File: src/sv/status_led_blink_controller_unit_defines.svh
// Assertion macros shared by the blink controller RTL.
`ifndef STATUS_LED_BLINK_CONTROLLER_UNIT_DEFINES_SVH
`define STATUS_LED_BLINK_CONTROLLER_UNIT_DEFINES_SVH

// Same-cycle implication, disabled while reset is asserted.
`define SLBC_ASSERT_IMPL(label, clk, rst_n, ante, cons, msg) \
	label: assert property (@(posedge clk) disable iff (!rst_n) (ante) |-> (cons)) \
		else $error(msg);

// Next-cycle implication, disabled while reset is asserted.
`define SLBC_ASSERT_NEXT(label, clk, rst_n, ante, cons, msg) \
	label: assert property (@(posedge clk) disable iff (!rst_n) (ante) |=> (cons)) \
		else $error(msg);

`endif

File: src/sv/slbc_pkg.sv
// Shared types, register indexes and reset values of the blink controller.
package slbc_pkg;

	localparam int unsigned CfgIdxW = 3;

	typedef enum logic [CfgIdxW-1:0] {
		REG_INTERVAL  = 3'd0,
		REG_BLIP      = 3'd1,
		REG_TIMEOUT   = 3'd2,
		REG_LED_MAX   = 3'd3,
		REG_POS_RED   = 3'd4,
		REG_POS_GREEN = 3'd5
	} cfg_reg_t;

	typedef enum logic [1:0] {
		MODE_OFF  = 2'd0,
		MODE_SLOW = 2'd1,
		MODE_FAST = 2'd2,
		MODE_ON   = 2'd3
	} led_mode_t;

	typedef struct packed {
		logic [6:0]  interval_ticks;
		logic [7:0]  blip_ticks;
		logic [15:0] mode_timeout;
		logic [7:0]  led_max;
		logic [7:0]  pos_red_level;
		logic [7:0]  pos_green_level;
	} cfg_t;

	typedef struct packed {
		logic [7:0] pos_red;
		logic [7:0] pos_green;
		logic [7:0] link_red;
		logic [7:0] mode_blue;
	} led_word_t;

	localparam logic [6:0]  RstInterval = 7'd100;
	localparam logic [7:0]  RstBlip     = 8'd2;
	localparam logic [15:0] RstTimeout  = 16'd1500;
	localparam logic [7:0]  RstLedMax   = 8'd255;
	localparam logic [7:0]  RstPosRed   = 8'd207;
	localparam logic [7:0]  RstPosGreen = 8'd148;

endpackage

File: src/sv/slbc_cfg_regs.sv
// Configuration register file of the blink controller.
module slbc_cfg_regs (
	input  logic                        clk,
	input  logic                        arst_n,
	input  logic                        wr_en,
	input  logic [slbc_pkg::CfgIdxW-1:0] wr_index,
	input  logic [15:0]                 wr_data,
	output slbc_pkg::cfg_t              cfg
);

	slbc_pkg::cfg_t cfg_q;

	always_ff @(posedge clk or negedge arst_n) begin
		if (!arst_n) begin
			cfg_q.interval_ticks  <= slbc_pkg::RstInterval;
			cfg_q.blip_ticks      <= slbc_pkg::RstBlip;
			cfg_q.mode_timeout    <= slbc_pkg::RstTimeout;
			cfg_q.led_max         <= slbc_pkg::RstLedMax;
			cfg_q.pos_red_level   <= slbc_pkg::RstPosRed;
			cfg_q.pos_green_level <= slbc_pkg::RstPosGreen;
		end else if (wr_en) begin
			case (slbc_pkg::cfg_reg_t'(wr_index))
				slbc_pkg::REG_INTERVAL:  cfg_q.interval_ticks  <= wr_data[6:0];
				slbc_pkg::REG_BLIP:      cfg_q.blip_ticks      <= wr_data[7:0];
				slbc_pkg::REG_TIMEOUT:   cfg_q.mode_timeout    <= wr_data;
				slbc_pkg::REG_LED_MAX:   cfg_q.led_max         <= wr_data[7:0];
				slbc_pkg::REG_POS_RED:   cfg_q.pos_red_level   <= wr_data[7:0];
				slbc_pkg::REG_POS_GREEN: cfg_q.pos_green_level <= wr_data[7:0];
				default: ;
			endcase
		end
	end

	assign cfg = cfg_q;

endmodule

File: src/sv/slbc_blinker.sv
// One blinking indicator: phase counter and latched period.
module slbc_blinker (
	input  logic       clk,
	input  logic       arst_n,
	input  logic       step,
	input  logic       relatch,
	input  logic [7:0] new_period,
	output logic       lit
);

	logic [7:0] phase_q;
	logic [7:0] period_q;
	logic [7:0] phase_base;
	logic [7:0] period_n;
	logic [7:0] phase_inc;
	logic [7:0] phase_n;

	always_comb begin
		phase_base = relatch ? 8'hFF : phase_q;
		period_n   = relatch ? new_period : period_q;
		phase_inc  = phase_base + 8'd1;
		phase_n    = (phase_inc >= period_n) ? 8'd0 : phase_inc;
		lit        = (phase_n >= {1'b0, period_n[7:1]});
	end

	always_ff @(posedge clk or negedge arst_n) begin
		if (!arst_n) begin
			phase_q  <= 8'hFF;
			period_q <= 8'd0;
		end else if (step) begin
			phase_q  <= phase_n;
			period_q <= period_n;
		end
	end

endmodule

File: src/sv/slbc_core.sv
// Tick counter, mode selection, link countdown and LED level selection.
module slbc_core (
	input  logic                 clk,
	input  logic                 arst_n,
	input  logic                 step,
	input  slbc_pkg::cfg_t       cfg,
	input  logic                 ant_connected,
	input  logic                 pvt_seen,
	input  logic [15:0]          pvt_age,
	input  logic [7:0]           tracked_sigs,
	input  logic [7:0]           base_obs_count,
	input  logic                 dgnss_seen,
	input  logic [15:0]          dgnss_age,
	input  logic                 dgnss_fixed,
	output slbc_pkg::led_word_t  result
);

	function automatic logic [7:0] period_for(input slbc_pkg::led_mode_t mode,
	                                          input logic [6:0] interval);
		logic [7:0] p;
		case (mode)
			slbc_pkg::MODE_OFF:  p = {interval, 1'b0};
			slbc_pkg::MODE_SLOW: p = {1'b0, interval};
			slbc_pkg::MODE_FAST: p = {2'b00, interval[6:1]};
			slbc_pkg::MODE_ON:   p = 8'd0;
			default:             p = 8'd0;
		endcase
		return p;
	endfunction

	logic [7:0] tick_q;
	logic [7:0] last_obs_q;
	logic [7:0] blip_q;

	logic                relatch;
	slbc_pkg::led_mode_t pos_mode;
	slbc_pkg::led_mode_t dg_mode;
	logic [7:0]          pos_period;
	logic [7:0]          dg_period;
	logic                pos_lit;
	logic                mode_lit;
	logic                obs_new;
	logic [7:0]          blip_base;
	logic [7:0]          blip_n;
	logic                link_lit;
	logic [7:0]          tick_inc;
	logic [7:0]          tick_n;

	always_comb begin
		relatch = (tick_q == 8'd0);

		if (!ant_connected) begin
			pos_mode = slbc_pkg::MODE_OFF;
		end else if (pvt_seen && (pvt_age < cfg.mode_timeout)) begin
			pos_mode = slbc_pkg::MODE_ON;
		end else if (tracked_sigs != 8'd0) begin
			pos_mode = slbc_pkg::MODE_FAST;
		end else begin
			pos_mode = slbc_pkg::MODE_SLOW;
		end

		if (!dgnss_seen || (dgnss_age >= cfg.mode_timeout)) begin
			dg_mode = slbc_pkg::MODE_OFF;
		end else if (dgnss_fixed) begin
			dg_mode = slbc_pkg::MODE_ON;
		end else begin
			dg_mode = slbc_pkg::MODE_SLOW;
		end

		pos_period = period_for(pos_mode, cfg.interval_ticks);
		dg_period  = period_for(dg_mode, cfg.interval_ticks);

		obs_new   = (base_obs_count != last_obs_q);
		blip_base = obs_new ? cfg.blip_ticks : blip_q;
		blip_n    = (blip_base != 8'd0) ? (blip_base - 8'd1) : 8'd0;
		link_lit  = (blip_n != 8'd0);

		tick_inc = tick_q + 8'd1;
		tick_n   = (tick_inc >= {1'b0, cfg.interval_ticks}) ? 8'd0 : tick_inc;
	end

	slbc_blinker u_pos_blink (
		.clk        (clk),
		.arst_n     (arst_n),
		.step       (step),
		.relatch    (relatch),
		.new_period (pos_period),
		.lit        (pos_lit)
	);

	slbc_blinker u_mode_blink (
		.clk        (clk),
		.arst_n     (arst_n),
		.step       (step),
		.relatch    (relatch),
		.new_period (dg_period),
		.lit        (mode_lit)
	);

	always_ff @(posedge clk or negedge arst_n) begin
		if (!arst_n) begin
			tick_q     <= 8'd0;
			last_obs_q <= 8'd0;
			blip_q     <= 8'd0;
		end else if (step) begin
			tick_q     <= tick_n;
			last_obs_q <= base_obs_count;
			blip_q     <= blip_n;
		end
	end

	always_comb begin
		result.pos_red   = pos_lit  ? cfg.pos_red_level   : 8'd0;
		result.pos_green = pos_lit  ? cfg.pos_green_level : 8'd0;
		result.link_red  = link_lit ? cfg.led_max         : 8'd0;
		result.mode_blue = mode_lit ? cfg.led_max         : 8'd0;
	end

endmodule

File: src/sv/slbc_out_buf.sv
// Output register with one skid entry for the result word.
module slbc_out_buf (
	input  logic                 clk,
	input  logic                 arst_n,
	input  logic                 push,
	input  slbc_pkg::led_word_t  push_word,
	output logic                 full,
	output logic                 out_valid,
	input  logic                 out_stall,
	output slbc_pkg::led_word_t  out_word
);

	logic                valid_q;
	logic                skid_full_q;
	slbc_pkg::led_word_t word_q;
	slbc_pkg::led_word_t skid_q;
	logic                pop;

	assign pop = valid_q && !out_stall;

	always_ff @(posedge clk or negedge arst_n) begin
		if (!arst_n) begin
			valid_q     <= 1'b0;
			skid_full_q <= 1'b0;
		end else if (skid_full_q) begin
			if (pop) begin
				skid_full_q <= 1'b0;
			end
		end else if (push) begin
			if (!valid_q || pop) begin
				valid_q <= 1'b1;
			end else begin
				skid_full_q <= 1'b1;
			end
		end else if (pop) begin
			valid_q <= 1'b0;
		end
	end

	always_ff @(posedge clk) begin
		if (skid_full_q) begin
			if (pop) begin
				word_q <= skid_q;
			end
		end else if (push) begin
			if (!valid_q || pop) begin
				word_q <= push_word;
			end else begin
				skid_q <= push_word;
			end
		end
	end

	assign full      = skid_full_q;
	assign out_valid = valid_q;
	assign out_word  = word_q;

endmodule

File: src/sv/status_led_blink_controller_unit.sv
// A result word is registered in the output register, or in the skid entry while the output is stalled.
// Throughput: one tick per cycle while in_stall is low; the blinkers and link countdown update in one pass.
// A skid entry lets one more tick in while a result is stalled.
// Reset (arst_n low, asynchronous) restores default registers, clears the
// tick counter and countdown, and sets both blinkers to period zero with phase all ones.
`include "status_led_blink_controller_unit_defines.svh"

module status_led_blink_controller_unit (
	input  logic                         clk,
	input  logic                         arst_n,
	input  logic                         cfg_valid,
	output logic                         cfg_ready,
	input  logic [slbc_pkg::CfgIdxW-1:0] cfg_index,
	input  logic [15:0]                  cfg_data,
	input  logic                         in_valid,
	output logic                         in_stall,
	input  logic                         ant_connected,
	input  logic                         pvt_seen,
	input  logic [15:0]                  pvt_age,
	input  logic [7:0]                   tracked_sigs,
	input  logic [7:0]                   base_obs_count,
	input  logic                         dgnss_seen,
	input  logic [15:0]                  dgnss_age,
	input  logic                         dgnss_fixed,
	output logic                         out_valid,
	input  logic                         out_stall,
	output logic [7:0]                   pos_red,
	output logic [7:0]                   pos_green,
	output logic [7:0]                   link_red,
	output logic [7:0]                   mode_blue
);

	slbc_pkg::cfg_t      cfg;
	slbc_pkg::led_word_t result;
	slbc_pkg::led_word_t out_word;
	logic                in_accept;
	logic                buf_full;
	logic                held_accept;

	assign cfg_ready   = 1'b1;
	assign in_stall    = buf_full;
	assign in_accept   = in_valid && !buf_full;
	assign held_accept = in_accept && out_valid && out_stall;

	slbc_cfg_regs u_cfg (
		.clk      (clk),
		.arst_n   (arst_n),
		.wr_en    (cfg_valid && cfg_ready),
		.wr_index (cfg_index),
		.wr_data  (cfg_data),
		.cfg      (cfg)
	);

	slbc_core u_core (
		.clk            (clk),
		.arst_n         (arst_n),
		.step           (in_accept),
		.cfg            (cfg),
		.ant_connected  (ant_connected),
		.pvt_seen       (pvt_seen),
		.pvt_age        (pvt_age),
		.tracked_sigs   (tracked_sigs),
		.base_obs_count (base_obs_count),
		.dgnss_seen     (dgnss_seen),
		.dgnss_age      (dgnss_age),
		.dgnss_fixed    (dgnss_fixed),
		.result         (result)
	);

	slbc_out_buf u_out (
		.clk       (clk),
		.arst_n    (arst_n),
		.push      (in_accept),
		.push_word (result),
		.full      (buf_full),
		.out_valid (out_valid),
		.out_stall (out_stall),
		.out_word  (out_word)
	);

	assign pos_red   = out_word.pos_red;
	assign pos_green = out_word.pos_green;
	assign link_red  = out_word.link_red;
	assign mode_blue = out_word.mode_blue;

	`SLBC_ASSERT_IMPL(a_skid_implies_out, clk, arst_n, in_stall, out_valid, "stall with no word")
	`SLBC_ASSERT_NEXT(a_accept_gives_out, clk, arst_n, in_accept, out_valid, "no word after tick")
	`SLBC_ASSERT_NEXT(a_stall_fills_skid, clk, arst_n, held_accept, in_stall, "skid not filled")

endmodule

File: config.mk
export PLATFORM = sky130hd
export DESIGN_NAME = status_led_blink_controller_unit
export DESIGN_NICKNAME = d
export VERILOG_FILES = /design/src/sv/slbc_pkg.sv /design/src/sv/slbc_cfg_regs.sv /design/src/sv/slbc_blinker.sv /design/src/sv/slbc_core.sv /design/src/sv/slbc_out_buf.sv /design/src/sv/status_led_blink_controller_unit.sv
export VERILOG_INCLUDE_DIRS = /design/src /design/src/sv
export SDC_FILE = /design/constraint.sdc
export NUM_CORES = 1
export LEC_CHECK = 0
export BUFFER_PORTS_ARGS = -buffer_cell sky130_fd_sc_hd__buf_4
export CAP_MARGIN = 20
export CELL_PAD_IN_SITES_DETAIL_PLACEMENT = 1
export CELL_PAD_IN_SITES_GLOBAL_PLACEMENT = 2
export CORE_UTILIZATION = 35
export CTS_CLUSTER_DIAMETER = 80
export DETAILED_ROUTE_END_ITERATION = 7
export PLACE_DENSITY_LB_ADDON = 0.1
export SYNTH_ARGS = -nofsm -noshare
export SYNTH_HDL_FRONTEND = slang
export SYNTH_SLANG_ARGS = --single-unit
File: constraint.sdc
create_clock -name clk -period 8.25 [get_ports clk]
set_input_delay 1.2375 -clock clk [delete_from_list [all_inputs] [get_ports clk]]
set_output_delay 1.2375 -clock clk [all_outputs]
set_load 0.01 [all_outputs]
After elaboration in Yosys (flattened, before gate mapping)
Cells that the tools add are included.
W data, S select, Z words.

word-level totals
  word-level logic and storage cells = 109
  bits in read-only memories = 0
  flip-flop bits (word level) = 177
  latch bits = 0
  output and inout port bits = 35
  memories = 0
  input port bits = 76
  memory bits (writable) = 0

operators by class
  bitwise logic cells = 2
  add/subtract/negate cells = 4
  shift-type cells = 0
  multiplexer cells = 31
  eq/ne operators = 14
  reductions and logical operators = 28
  divide/modulo/power cells = 0
  $lt $le $gt $ge = 7
  multipliers = 0

operators with widths
  kind                   count
  $mux W32               4
  $mux W8                13
  $pmux W8 S4            2
  $add A8 B1 Y8 const B  3
  $ge A8 B7 Y1           3
  $reduce_bool A8 Y1     3
  $ge A16 B16 Y1         1
  $ge A8 B8 Y1           2
  $lt A16 B16 Y1         1
  $reduce_and A2 Y1      6
  $mux W2                5
  $reduce_and A3 Y1      3
  $eq A2 B2 Y1 const B   4
  $logic_not A8 Y1       1
  $ne A8 B8 Y1           1
  $sub A8 B1 Y8 const B  1
  $mux W1                7
  $eq A3 B2 Y1 const B   2
  $eq A3 B3 Y1 const B   2
  $reduce_bool A2 Y1     3
  $eq A2 B1 Y1 const B   2
  $logic_not A1 Y1       4
  $logic_not A2 Y1       2
  $eq A3 B1 Y1 const B   1
  other kinds (6)        10

Longest topological paths before layout
  depth in word-level cells = 14
  gate-level depth with buffers = 25
  depth with buffers taken out = 21

By module
Synthesis repeated with hierarchy kept, for this count alone.

unflattened totals
  cells, all modules = 923
  area, all modules = 10651.5 um^2

modules (own cells, without submodules)
  module                            area each (um^2)  times used  cells each  seq. area each (um^2)
  slbc_core                         3363.2            1           411         600.6
  slbc_blinker                      1290.0            2           138         410.4
  slbc_out_buf                      2547.4            1           112         1971.9
  slbc_cfg_regs                     2135.8            1           121         1411.4
  status_led_blink_controller_unit  25.0              1           3           0.0

Worst setup path before layout
No wires, ideal clock.

  kind = input-to-reg
  from = input dgnss_age[14]
  to = register u_out.word_q, in the netlist u_out.out_word[6] (data pin)
  slack = 2257 ps
  setup time = 256 ps
  buffers on the path = 2
  stages on the path = 21
  arrival = 5737 ps
  required time = 7994 ps
  path through = ha_1 > a21oi_1 > o2111ai_1 > o21bai_1 > a22o_1 > a211o_1 > o22ai_1 > ha_1 > a2111oi_0 > nand2_1 > o22a_1 > clkbuf_1 > or2_2 > ha_1 > nand2b_1 > a211oi_1 > o31ai_1 > nand3_1 > o311ai_4 > clkbuf_1 > a22o_1

between the ends
  longest elaborated chain between the ends = 13
  elaborated cells on any way between the ends = 16
  classes of those cells = order compare: 3; eq/ne: 3; mux: 8; reduce/logical: 2

RTL lines
  element                                     line                                    RTL
  from (decl)                                 status_led_blink_controller_unit.sv:23  input logic [15:0] dgnss_age,
  $ge A16 B16 Y1 (*)                          slbc_core.sv:62                         if (!dgnss_seen || (dgnss_age >= cfg.mode_timeout)) begin
  $logic_or A1 B1 Y1 (*)                      slbc_core.sv:62
  $mux W2 (*)                                 slbc_core.sv:62
  $eq A2 B2 Y1, or another cell as far along  slbc_core.sv:21                         case (mode)
  $pmux W8 S4 (*)                             slbc_core.sv:21
  $mux W8 (*)                                 slbc_blinker.sv:20                      period_n = relatch ? new_period : period_q;
  $ge A8 B8 Y1                                slbc_blinker.sv:22                      phase_n = (phase_inc >= period_n) ? 8'd0 : phase_inc;
  $mux W8                                     slbc_blinker.sv:22
  $ge A8 B7 Y1 (*)                            slbc_blinker.sv:23                      lit = (phase_n >= {1'b0, period_n[7:1]});
  $mux W8 (*)                                 slbc_core.sv:116                        result.mode_blue = mode_lit ? cfg.led_max : 8'd0;
  $mux W32 (*)                                slbc_out_buf.sv:46                      if (!valid_q || pop) begin
  $mux W32 (*)                                slbc_out_buf.sv:45                      end else if (push) begin
  $mux W32 (*)                                slbc_out_buf.sv:41                      if (skid_full_q) begin
  to (signal assigned)                        slbc_out_buf.sv:43                      word_q <= skid_q;
  to (signal assigned)                        slbc_out_buf.sv:47                      word_q <= push_word;
  to (decl)                                   slbc_out_buf.sv:15                      slbc_pkg::led_word_t word_q;

Mark *: on every way between the ends. The rest lies on a longest branch, timed or not. The select of a mux whose other input is x is not followed.
A chain may end at the register's enable or synchronous reset.

Worst setup path in the final report
  from = input dgnss_age[14]
  to = register u_out.word_q, in the netlist u_out.out_word[7] (data pin)

Same word-level chain as after synthesis.

==> results.md <==
- Die W: 173 um
- Max-slew violations: 0
- Seq/Total Area, Yosys: 46.8%
- Fmax: 163 MHz
- Yosys reg bits: 177
- First-iteration detailed-routing DRC count: 347
- FFs w/ async S/R, synth: 63.8%
- Vias in the first global route: 8036
- Share of layout cells above drive strength 1: 25.2%
- FF-to-FF End: u_out.out_word[7]$_DFFE_PP_
- Setup violations, final: 0
- Commonest cells post-synth: nand2_1 (113), ha_1 (73), dfrtp_1 (69)
- PortBufs: 109
- Worst reg2reg startpoint: u_core.tick_q[0]$_DFFE_PN0P_
- DRC: 0
- DRT Pass-1 Iters: 4
- Cell count after synthesis: 983
- CP max FO: 16
- Gr usage total: 18.8%
- Final Non-Filler Cells: 1477
- Period utilization: 74.5%
- Fin crit period: 6.15 ns
- Final wirelength: 27100 um
- Relative slew margins: 42.6%
- Number of diodes: 0
- Setup_tns: 0 ns
- Cell area power density: 384 nW/um^2
- Area delta synth->final: 17.8%
- Yosys synthesis warning count: 0
- Hold_ws: 0.487 ns
- Worst Tran Pin Value: 0.861 ns
- Post-CTS Hold Buffers: 0
- Cts bufs inserted: 17
- R2R cell count: 21
- Worst-path clk slew: 0.08 ns
- HP Class: reg -> reg
- IR drop worst, VDD: 0.000168 V
- Global route overflow: 0
- H-tree level count: 4
- Hold Fails Final Rpt: 0
- Final setup skew: 0.0160 ns
- Initial antenna violation count: 1
- Fin nets: 1229
- Antenna-violating nets left: 0
- Routed vias: 7711
- DR WL/cell: 18.3 um
- Netlist cell types: 74
- Hold_sp: u_core.u_mode_blink.period_q[0]$_DFFE_PN0P_
- CP Class: in -> reg
- Leakage dissipation: 0.00514 uW
- Setup bufs post-CTS: 0
- Dpl cells: 1443
- Vias per cell: 5.22
- CTS tree: yes
- CP Data Arrival Time: 6.34 ns
- Max cap viols: 0
- CTS root buf: clkbuf_16
- Worst setup EP type: register
- Post-synth EDFFs: 64
- Post-synth top area share: 18.7%
- Status: completed
- Required time worst endpoint: 8.44 ns
- Top-count cell post-synth: nand2_1
- HPWL Detailed: 19300 um
- Core Rows: 62
- Worst Slack Setup Final: 2.10 ns
- Synthesized area: 10300 um^2
- Synth top area cells: edfxtp_1 (19%), dfrtp_1 (17%), dfstp_2 (11%)
- Reg-to-reg slack, setup: 2.52 ns
- RSZ-0062 raised after global routing: false
- Top FF cell, synth: dfrtp_1
- Synth area leader: edfxtp_1
- Worst skew pair latency: 0.44 ns
- IO Count: 111
- First-pass GRT wire length: 44400 um
- Net Count, Synth: 1132
- Clk buf depth: 2
- Mapped Avg Cell Area: 10.4 um^2
- Place WS: 1.63 ns
- Core box area: 28800 um^2
- GPL Wtd Cong: 0.779
- Starting Density: 35.7%
- Worst Hold End: u_core.u_mode_blink.period_q[0]$_DFFE_PN0P_
- Hold Path Depth: 2
- Resized cells post-CTS: 0
- Pin count of the biggest net entering global routing: 62
- Core Util, Final: 42.0%
- Die Ht: 173 um
- Die footprint: 30000 um^2
- Worst Setup Start Kind: input pin
- CTS sink count: 177
flip-flops by register name, indices dropped and copies added (netlist names):
register                      cells
u_cfg.cfg                        55
u_out.out_word                   32
u_out.skid_q                     32
u_core.blip_q                     8
u_core.last_obs_q                 8
u_core.tick_q                     8
u_core.u_mode_blink.period_q      8
u_core.u_mode_blink.phase_q       8
u_core.u_pos_blink.period_q       8
u_core.u_pos_blink.phase_q        8
u_out.full                        1
u_out.out_valid                   1
placed cells by master (no fill, tap or decap), types with 11 or more instances in the layout:
cell type  count
mux2_2        46
o31ai_1       26
inv_1         46
and2_1        32
dfstp_2       44
buf_4        122
mux2i_1       23
o21ai_0       49
a22o_1        14
dfrtp_1       68
nor3_1        23
nand3_1       17
nand2_1      113
clkbuf_16     17
nand2b_1      11
nor2_1        66
edfxtp_1      64
xnor2_1       17
ha_1          73
a21oi_1       41
area by class of cell:
cell class	instances	area (um^2)
Clock buffer	18	429
Tap cell	384	480
Sequential cell	177	4810
Multi-Input combinational cell	715	5100
Inverter	46	173
Clock inverter	14	168
Timing Repair Buffer	123	936
Fill cell	3225	16700
worst max-delay path, cell delays in order:
cell	delay (ns)
buf_4	0.11
ha_1	0.33
a21oi_1	0.16
o2111ai_1	0.32
nor3_1	0.73
a22o_1	0.26
a211o_1	0.11
o22ai_1	0.08
ha_1	0.35
a2111oi_0	0.44
nand2_1	0.09
o22a_1	0.38
or2_2	0.38
ha_1	0.27
nand2b_1	0.14
a211oi_1	0.22
o31ai_1	0.10
nand3_1	0.13
o311ai_4	0.23
a22o_1	0.27
power by group:
part | switching (uW) | internal (uW)
Combinational | 1290 | 966
Sequential | 207 | 1360
Clock | 411 | 409
worst max path at each step:
stage                                        to  cells past startpoint          start
floorplan           u_out.out_word[6]$_DFFE_PP_                     21  dgnss_age[14]
global placement    u_out.out_word[5]$_DFFE_PP_                     20  dgnss_age[14]
detailed placement  u_out.out_word[7]$_DFFE_PP_                     20  dgnss_age[14]
CTS                 u_out.out_word[7]$_DFFE_PP_                     20  dgnss_age[14]
global route        u_out.out_word[7]$_DFFE_PP_                     20  dgnss_age[14]
finish              u_out.out_word[7]$_DFFE_PP_                     20  dgnss_age[14]
cell families (layout without fill, tap and decap cells):
group           after synthesis  in the layout  synth area share, %
simple gates                323            323                 15.7
compound gates              224            224                 15.5
flops                       177            177                 46.8
buf+inv                      91            201                 3.69
fa+ha+maj                    73             73                 8.90
mux                          69             69                 7.29
xor+xnor                     25             25                 2.13
other cells                   1              1               0.0365
metal layers:
metal  part of all wire, %  track usage (%)
met4                  0.93             4.13
met2                    46             29.8
met1                    50             27.0
met3                   3.0             2.76
met5                     0                0
per-stage QoR:
stage                     cell area, um^2  total power (uW)
after floorplan                     10300              3120
after global placement              11500              3790
after detailed placement            11500              3840
after CTS                           12100              4680
after global routing                12100              5050
final                               12100              4640
Power figures use the tool's default switching activity.
